$ cat src/design/mbrr_pkg.sv
// Types, codes and frame helpers shared by the Modbus read request and reply block.
package mbrr_pkg;

  localparam logic [1:0] FUNC_SEND = 2'd0;
  localparam logic [1:0] FUNC_RX   = 2'd1;
  localparam logic [1:0] FUNC_END  = 2'd2;

  localparam logic KIND_TX      = 1'b0;
  localparam logic KIND_READING = 1'b1;

  localparam logic [7:0]  FN_READ_INPUT  = 8'h04;
  localparam logic [7:0]  LINE_FEED      = 8'h0A;
  localparam int unsigned MIN_FAIL_COUNT = 5;
  localparam logic [15:0] CRC_INIT       = 16'hFFFF;
  localparam logic [15:0] CRC_POLY       = 16'hA001;

  typedef struct packed {
    logic       init;
    logic       step;
    logic       absorb;
    logic [7:0] data;
  } crc_ctrl_t;

  function automatic logic [7:0] reg_addr(input logic [1:0] q);
    logic [7:0] a;
    unique case (q)
      2'd0: a = 8'h00;
      2'd1: a = 8'h01;
      2'd2: a = 8'h02;
      default: a = 8'h04;
    endcase
    return a;
  endfunction

  function automatic logic [7:0] reg_words(input logic [1:0] q);
    return q[1] ? 8'h02 : 8'h01;
  endfunction

  function automatic logic [7:0] frame_byte(input logic [2:0] idx, input logic [7:0] id,
                                            input logic [1:0] q, input logic [15:0] crc);
    logic [7:0] b;
    unique case (idx)
      3'd0: b = id;
      3'd1: b = FN_READ_INPUT;
      3'd2: b = 8'h00;
      3'd3: b = reg_addr(q);
      3'd4: b = 8'h00;
      3'd5: b = reg_words(q);
      3'd6: b = crc[7:0];
      default: b = crc[15:8];
    endcase
    return b;
  endfunction

endpackage

$ cat src/design/mbrr_in_if.sv
// Request channel interface: command, quantity, device id and received byte.
interface mbrr_in_if;
  logic       valid;
  logic       ready;
  logic [1:0] func;
  logic [1:0] quantity;
  logic [7:0] device_id;
  logic [7:0] rx_byte;

  modport source (output valid, func, quantity, device_id, rx_byte, input ready);
  modport sink (input valid, func, quantity, device_id, rx_byte, output ready);
endinterface

$ cat src/design/mbrr_out_if.sv
// Result channel interface: transmit bytes and readings.
interface mbrr_out_if;
  logic        valid;
  logic        ready;
  logic        kind;
  logic [7:0]  tx_byte;
  logic        frame_last;
  logic        ok;
  logic [1:0]  reading_quantity;
  logic [31:0] raw_value;

  modport source (output valid, kind, tx_byte, frame_last, ok, reading_quantity, raw_value,
                  input ready);
  modport sink (input valid, kind, tx_byte, frame_last, ok, reading_quantity, raw_value,
                output ready);
endinterface

$ cat src/design/mbrr_crc.sv
// Bit-serial CRC-16/MODBUS unit that advances one bit per step.
module mbrr_crc (
  input  logic               clk,
  input  logic               rst,
  input  mbrr_pkg::crc_ctrl_t ctrl,
  output logic [15:0]        crc
);
  import mbrr_pkg::*;

  logic [15:0] mixed;

  assign mixed = ctrl.absorb ? (crc ^ {8'h00, ctrl.data}) : crc;

  always_ff @(posedge clk) begin
    if (rst) begin
      crc <= CRC_INIT;
    end else if (ctrl.init) begin
      crc <= CRC_INIT;
    end else if (ctrl.step) begin
      crc <= mixed[0] ? ((mixed >> 1) ^ CRC_POLY) : (mixed >> 1);
    end
  end
endmodule

$ cat src/design/modbus_read_request_and_reply.sv
// Modbus RTU read-input-register master: request frame builder and reply decoder.
// A request runs a bit-serial CRC over the six header bytes, then sends 8 bytes at one per cycle
// while the result sink is ready; no new input is taken until the last byte has been taken.
// A received byte is counted as it is taken; closing a reply registers one reading as the result.
// The input is not ready while a request is in progress or a result is held.
// Synchronous reset clears the reply count, pending quantity, stored bytes and result valid.
module modbus_read_request_and_reply #(
  parameter int REPLY_DEPTH = 16
) (
  input  logic          clk,
  input  logic          rst,
  mbrr_in_if.sink       request,
  mbrr_out_if.source    result
);
  import mbrr_pkg::*;

  localparam int CW = $clog2(REPLY_DEPTH + 1);

  localparam logic [1:0] ST_IDLE = 2'd0;
  localparam logic [1:0] ST_CRC  = 2'd1;
  localparam logic [1:0] ST_SEND = 2'd2;

  logic [1:0]    state;
  logic [2:0]    bit_cnt;
  logic [2:0]    byte_cnt;
  logic [1:0]    pend_q;
  logic [7:0]    dev_id;
  logic [CW-1:0] count;
  logic [7:0]    store [4];
  logic [7:0]    store_next [4];
  logic [15:0]   crc;
  crc_ctrl_t     crc_ctrl;
  logic          in_xfer;
  logic          out_free;
  logic          room;
  logic          closing;
  logic          ok_next;
  logic [31:0]   raw_next;

  assign request.ready = (state == ST_IDLE) && !result.valid;
  assign in_xfer       = request.valid && request.ready;
  assign out_free      = !result.valid || result.ready;
  assign room          = count < CW'(REPLY_DEPTH);
  assign closing       = in_xfer && ((request.func == FUNC_END) ||
                         (request.func == FUNC_RX && request.rx_byte == LINE_FEED));

  always_comb begin
    for (int i = 0; i < 4; i++) begin
      store_next[i] = store[i];
      if (in_xfer && request.func == FUNC_RX && room && count == CW'(i + 3)) begin
        store_next[i] = request.rx_byte;
      end
    end
    ok_next  = count > CW'(MIN_FAIL_COUNT);
    raw_next = 32'd0;
    if (ok_next) begin
      raw_next = pend_q[1] ? {store_next[0], store_next[1], store_next[2], store_next[3]}
                           : {16'h0000, store_next[0], store_next[1]};
    end
  end

  always_comb begin
    crc_ctrl.init   = in_xfer && request.func == FUNC_SEND;
    crc_ctrl.step   = state == ST_CRC;
    crc_ctrl.absorb = bit_cnt == 3'd0;
    crc_ctrl.data   = frame_byte(byte_cnt, dev_id, pend_q, crc);
  end

  mbrr_crc u_crc (
    .clk  (clk),
    .rst  (rst),
    .ctrl (crc_ctrl),
    .crc  (crc)
  );

  always_ff @(posedge clk) begin
    if (rst) begin
      state        <= ST_IDLE;
      bit_cnt      <= 3'd0;
      byte_cnt     <= 3'd0;
      pend_q       <= 2'd0;
      dev_id       <= 8'h00;
      count        <= '0;
      result.valid <= 1'b0;
      for (int i = 0; i < 4; i++) begin
        store[i] <= 8'h00;
      end
    end else begin
      store <= store_next;
      if (result.valid && result.ready && state != ST_SEND) begin
        result.valid <= 1'b0;
      end
      unique case (state)
        ST_IDLE: begin
          if (in_xfer) begin
            if (request.func == FUNC_SEND) begin
              pend_q   <= request.quantity;
              dev_id   <= request.device_id;
              count    <= '0;
              bit_cnt  <= 3'd0;
              byte_cnt <= 3'd0;
              state    <= ST_CRC;
            end else if (closing) begin
              count                   <= '0;
              result.valid            <= 1'b1;
              result.kind             <= KIND_READING;
              result.tx_byte          <= 8'h00;
              result.frame_last       <= 1'b1;
              result.ok               <= ok_next;
              result.reading_quantity <= pend_q;
              result.raw_value        <= raw_next;
            end else if (request.func == FUNC_RX && room) begin
              count <= count + CW'(1);
            end
          end
        end
        ST_CRC: begin
          bit_cnt <= bit_cnt + 3'd1;
          if (bit_cnt == 3'd7) begin
            if (byte_cnt == 3'd5) begin
              byte_cnt <= 3'd0;
              state    <= ST_SEND;
            end else begin
              byte_cnt <= byte_cnt + 3'd1;
            end
          end
        end
        ST_SEND: begin
          if (out_free) begin
            result.valid            <= 1'b1;
            result.kind             <= KIND_TX;
            result.tx_byte          <= frame_byte(byte_cnt, dev_id, pend_q, crc);
            result.frame_last       <= byte_cnt == 3'd7;
            result.ok               <= 1'b0;
            result.reading_quantity <= pend_q;
            result.raw_value        <= 32'd0;
            byte_cnt                <= byte_cnt + 3'd1;
            if (byte_cnt == 3'd7) begin
              state <= ST_IDLE;
            end
          end
        end
        default: begin
          state <= ST_IDLE;
        end
      endcase
    end
  end
endmodule

$ cat src/flat_wrapper.sv
// flat-port wrapper written by rule: the top's interface ports become plain ports
module modbus_read_request_and_reply_flat import mbrr_pkg::*;
#(
  parameter int REPLY_DEPTH = 16
)
  (clk, rst, request_valid, request_func, request_quantity, request_device_id, request_rx_byte, request_ready, result_valid, result_kind, result_tx_byte, result_frame_last, result_ok, result_reading_quantity, result_raw_value, result_ready);
  mbrr_in_if request_i ();
  mbrr_out_if result_i ();
  input  logic clk;
  input  logic rst;
  input wire logic [$bits(request_i.valid)-1:0] request_valid;
  input wire logic [$bits(request_i.func)-1:0] request_func;
  input wire logic [$bits(request_i.quantity)-1:0] request_quantity;
  input wire logic [$bits(request_i.device_id)-1:0] request_device_id;
  input wire logic [$bits(request_i.rx_byte)-1:0] request_rx_byte;
  output wire logic [$bits(request_i.ready)-1:0] request_ready;
  output wire logic [$bits(result_i.valid)-1:0] result_valid;
  output wire logic [$bits(result_i.kind)-1:0] result_kind;
  output wire logic [$bits(result_i.tx_byte)-1:0] result_tx_byte;
  output wire logic [$bits(result_i.frame_last)-1:0] result_frame_last;
  output wire logic [$bits(result_i.ok)-1:0] result_ok;
  output wire logic [$bits(result_i.reading_quantity)-1:0] result_reading_quantity;
  output wire logic [$bits(result_i.raw_value)-1:0] result_raw_value;
  input wire logic [$bits(result_i.ready)-1:0] result_ready;
  assign request_i.valid = request_valid;
  assign request_i.func = request_func;
  assign request_i.quantity = request_quantity;
  assign request_i.device_id = request_device_id;
  assign request_i.rx_byte = request_rx_byte;
  assign request_ready = request_i.ready;
  assign result_valid = result_i.valid;
  assign result_kind = result_i.kind;
  assign result_tx_byte = result_i.tx_byte;
  assign result_frame_last = result_i.frame_last;
  assign result_ok = result_i.ok;
  assign result_reading_quantity = result_i.reading_quantity;
  assign result_raw_value = result_i.raw_value;
  assign result_i.ready = result_ready;
  modbus_read_request_and_reply #(.REPLY_DEPTH(REPLY_DEPTH)) u_core (.clk(clk), .rst(rst), .request(request_i), .result(result_i));
endmodule
$ cat config.mk
export PLATFORM = sky130hd
export DESIGN_NAME = modbus_read_request_and_reply_flat
export DESIGN_NICKNAME = d
export VERILOG_FILES = /design/src/design/mbrr_pkg.sv /design/src/design/mbrr_in_if.sv /design/src/design/mbrr_out_if.sv /design/src/design/mbrr_crc.sv /design/src/design/modbus_read_request_and_reply.sv /design/src/flat_wrapper.sv
export SDC_FILE = /design/constraint.sdc
export NUM_CORES = 1
export LEC_CHECK = 0
export BUFFER_PORTS_ARGS = -buffer_cell sky130_fd_sc_hd__buf_2
export CAP_MARGIN = 30
export CELL_PAD_IN_SITES_DETAIL_PLACEMENT = 1
export CELL_PAD_IN_SITES_GLOBAL_PLACEMENT = 2
export CORE_AREA = 2 2 117 119
export DETAILED_ROUTE_END_ITERATION = 12
export DIE_AREA = 0 0 119 121
export PLACE_DENSITY_LB_ADDON = 0.1
export SLEW_MARGIN = 20
export SYNTH_ARGS = -nofsm -noshare
export SYNTH_HDL_FRONTEND = slang
export SYNTH_SLANG_ARGS = --single-unit
$ cat constraint.sdc
create_clock -name clk -period 11.3 [get_ports clk]
set_input_delay 0 -clock clk [delete_from_list [all_inputs] [get_ports clk]]
set_output_delay 0 -clock clk [all_outputs]
set_load 0.01 [all_outputs]
==> results by group <==
Status
  • Status: finished, final reports clean

STA
  • Crit path time final: ~3.0 ns
  • Achievable Freq: 0.337 GHz
  • RSZ-0062 raised after global routing: false
  • Final slew viol count: 0
  • Tcrit/Tclk final: 0.263
  • Worst-margin pin slew: roughly 0.84 ns
  • Setup violators final: 0
  • Slew headroom: 0.443
  • Min setup slack post-route: about 8.3 ns
  • Hold Vio Cnt, Final: 0
  • Layout Skew: 0.00551 ns
  • Setup TNS: 0 ns

Layout
  • Final core utilization: 0.479
  • P&R area growth vs syn: 25.9%
  • Number of diodes: 0
  • Nets: around 610
  • Most common cell after layout, fill and taps aside: nor2_1
  • Most frequent cells in the layout: nor2_1 (89), dfxtp_1 (72), buf_2 (70)
  • Share of cells above drive strength 1: 0.196

Logic synthesis
  • Largest family of logic cells by synthesized area: simple AND/OR/NAND/NOR gates
  • Synth Area in Compound Gates: 0.102
  • Syn avg cell area: between 10 and 15 sq um
  • FF+latch count, synth: approximately 120
  • Ys flop type: dfxtp_1
  • Synth Area in XOR/XNOR: 0.0176
  • Synth top area share: 0.289
  • Synth Cell Area: 4980 sq um
  • Synth area leader: dfxtp_1
  • Post-synthesis cell count: roughly 480
  • Mux share of post-synthesis cell area: 0.0884
  • Adder-cell share of the synthesized area: 0.0477
  • EDFF count, synth: 45
  • Post-synth ARST share: 0
  • Synth unique cells: 46
  • Syn nets: roughly 520
  • Sequential fraction of the synthesis area: 0.560
  • Simple-gate portion of the synthesized area: 0.152
  • Synth area leaders: dfxtp_1 (29%), edfxtp_1 (27%), mux2i_1 (8.8%), nor2_1 (6.7%), ha_1 (4.8%)
  • Yosys warns: 0

Setup path
  • Worst Path Arrival: roughly 3 ns
  • Critical path required time: 11.42 ns
  • Worst-path maximum fanout: 8
  • Worst Setup Path Type: reg -> reg
  • Setup crit start kind: flip-flop
  • R2r setup slk: ~8.3 ns
  • Crit path capture type: flip-flop

Run
  • Max_cap viols: 0

Clock tree
  • CTS tree: yes
  • Clock Path Buffers: 2
  • Clk slew on worst S/H paths: 0.05 ns
  • Skew-Pair Late Insertion Delay: between 0.4 and 0.5 ns
  • Htree depth: 4
  • CTS sink cnt: between 100 and 150
  • Cts bufs inserted: 17
  • Root buffer cell: clkbuf_16

Power and ir drop
  • Seq pwr share: 0.427
  • Combinational Power Share: 0.123
  • VDD IR max: a little under 0.00008 V
  • Clk pwr share: 0.450
  • Power density cells: about 170 nW/um^2
  • Net Switching: approximately 0.00028 W
  • Leakage: 2.50 nW
  • Switch share: 0.259
  • Pint: between 0.0008 and 0.0009 W

Global routing
  • All-layer global routing usage: 0.187
  • Largest net degree at the start of global routing: between 60 and 70
  • Initial antenna violation count: 0
  • Vias in the first global route: 4065
  • Gr ovfl total: 0
  • Global-route wire length before repair: around 21000 um

Routing
  • Final ANT Viol Nets: 0
  • Drt drc: 0
  • Vias: between 3000 and 4000
  • Initial drt markers: about 260
  • WL per Instance: between 15 and 20 um
  • DR vias/cell: between 5 and 6
  • First-pass detailed-route iteration total: 5
  • Final wirelength: between 10000 and 15000 um

Floorplan
  • Row count: 42
  • Starting Density: 0.381
  • DIE HEIGHT: between 100 and 150 um
  • I/O pins: just over 70
  • DIE WIDTH: roughly 120 um
  • Placeable core area: around 13000 sq um
  • Die area: approximately 14000 sq um

Placement
  • HPWL after DPL: roughly 8300 um
  • Routability cong.: 0.772
  • Port bufs: 70
  • Setup WS pre-CTS: 8.34 ns

Hold path
  • Hold Path Class: in -> reg
## critical path, cell delays in order, from the launching register on
cell and delay (ns):
dfxtp_1 0.34, inv_1 0.14, ha_1 0.31, nand3b_4 0.13
or4b_4 0.52, nor3b_2 0.23, and2b_1 0.51, mux2i_1 0.38
o22ai_1 0.12
## repair_timing
| item | in CTS | in global routing |
|---|---|---|
| hold buffers | 19 | 0 |
| buffers inserted | 0 | 0 |
| resized for setup | 0 | 0 |
| endpoints found under the hold margin | 42 | 0 |
## stage by stage
step	instances	cell area [sq um]	power, W	hold slack, ns
3_5_place_dp	706	5520	0.000598	0.248
4_1_cts	757	6250	0.00109	0.00628
3_3_place_gp	704	5500	0.000594	0.240
5_1_grt	759	6270	0.00113	0.0321
2_1_floorplan	478	4980	0.000556	0.136
6_report	759	6270	0.00109	0.0240
## power groups by stage
stage	sequential, W	combinational (W)	clock, W
after floorplan	0.000473	0.0000827	0
after global placement	0.000471	0.000123	0
after detailed placement	0.000472	0.000126	0
after CTS	0.000464	0.000132	0.000499
after global routing	0.000466	0.000148	0.000518
final	0.000464	0.000134	0.000489
## logic make-up after synthesis
logic type	after synthesis
simple gates	167
xor+xnor	10
mux	44
flops	117
buf+inv	41
compound gates	80
fa+ha+maj	19
## final cells by class
class	count	area, sq um
Fill cell	1424	6810
Sequential cell	117	2790
Multi-Input combinational cell	320	2040
Timing Repair Buffer	96	606
Clock buffer	24	492
Tap cell	176	220
Inverter	18	67.6
Clock inverter	8	51.3
## Yosys cell counts (3+ instances only)
library cell	n
nor2_1	89
dfxtp_1	72
edfxtp_1	45
mux2i_1	44
nand2_1	41
clkbuf_1	21
a21oi_1	20
ha_1	19
o21ai_0	19
inv_1	17
o22ai_1	17
nand3_1	7
xor2_1	7
a222oi_1	5
nor4_1	4
a22oi_1	3
a41oi_1	3
nand2_2	3
nand2b_1	3
o211ai_1	3
xnor2_1	3
## state kept, by name, summed over array words and instances (netlist names)
signal and cells:
u_core.count 5, u_core.bit_cnt 3, u_core.result.reading_quantity 2, u_core.result.ok 1
u_core.byte_cnt 3, u_core.result.tx_byte 8, u_core.state 2, u_core.result.frame_last 1
u_core.result.kind 1, u_core.result.raw_value 32, u_core.dev_id 8, u_core.store 32
u_core.u_crc.crc 16, u_core.pend_q 2, u_core.result.valid 1
## final timing paths
kind | from | end | cells past startpoint
min | request_func[1] | u_core.count[3]$_SDFFE_PP0P_ | 4
max reg2reg | u_core.state[0]$_SDFFE_PP0P_ | u_core.result.raw_value[13]$_SDFFCE_PP0P_ | 8
min reg2reg | u_core.dev_id[1]$_SDFFE_PP0P_ | u_core.dev_id[1]$_SDFFE_PP0P_ | 2
max | u_core.state[0]$_SDFFE_PP0P_ | u_core.result.raw_value[13]$_SDFFCE_PP0P_ | 8
## routing by layer
layer  up-vias  GRT usage  part of all wire
li1       1876          -                 -
met1      1906      0.221              0.45
met2        84      0.328              0.50
met3        16     0.0451             0.033
met4         0     0.0751             0.017
met5         -          0                 0
(Power assumes the default switching activity.)
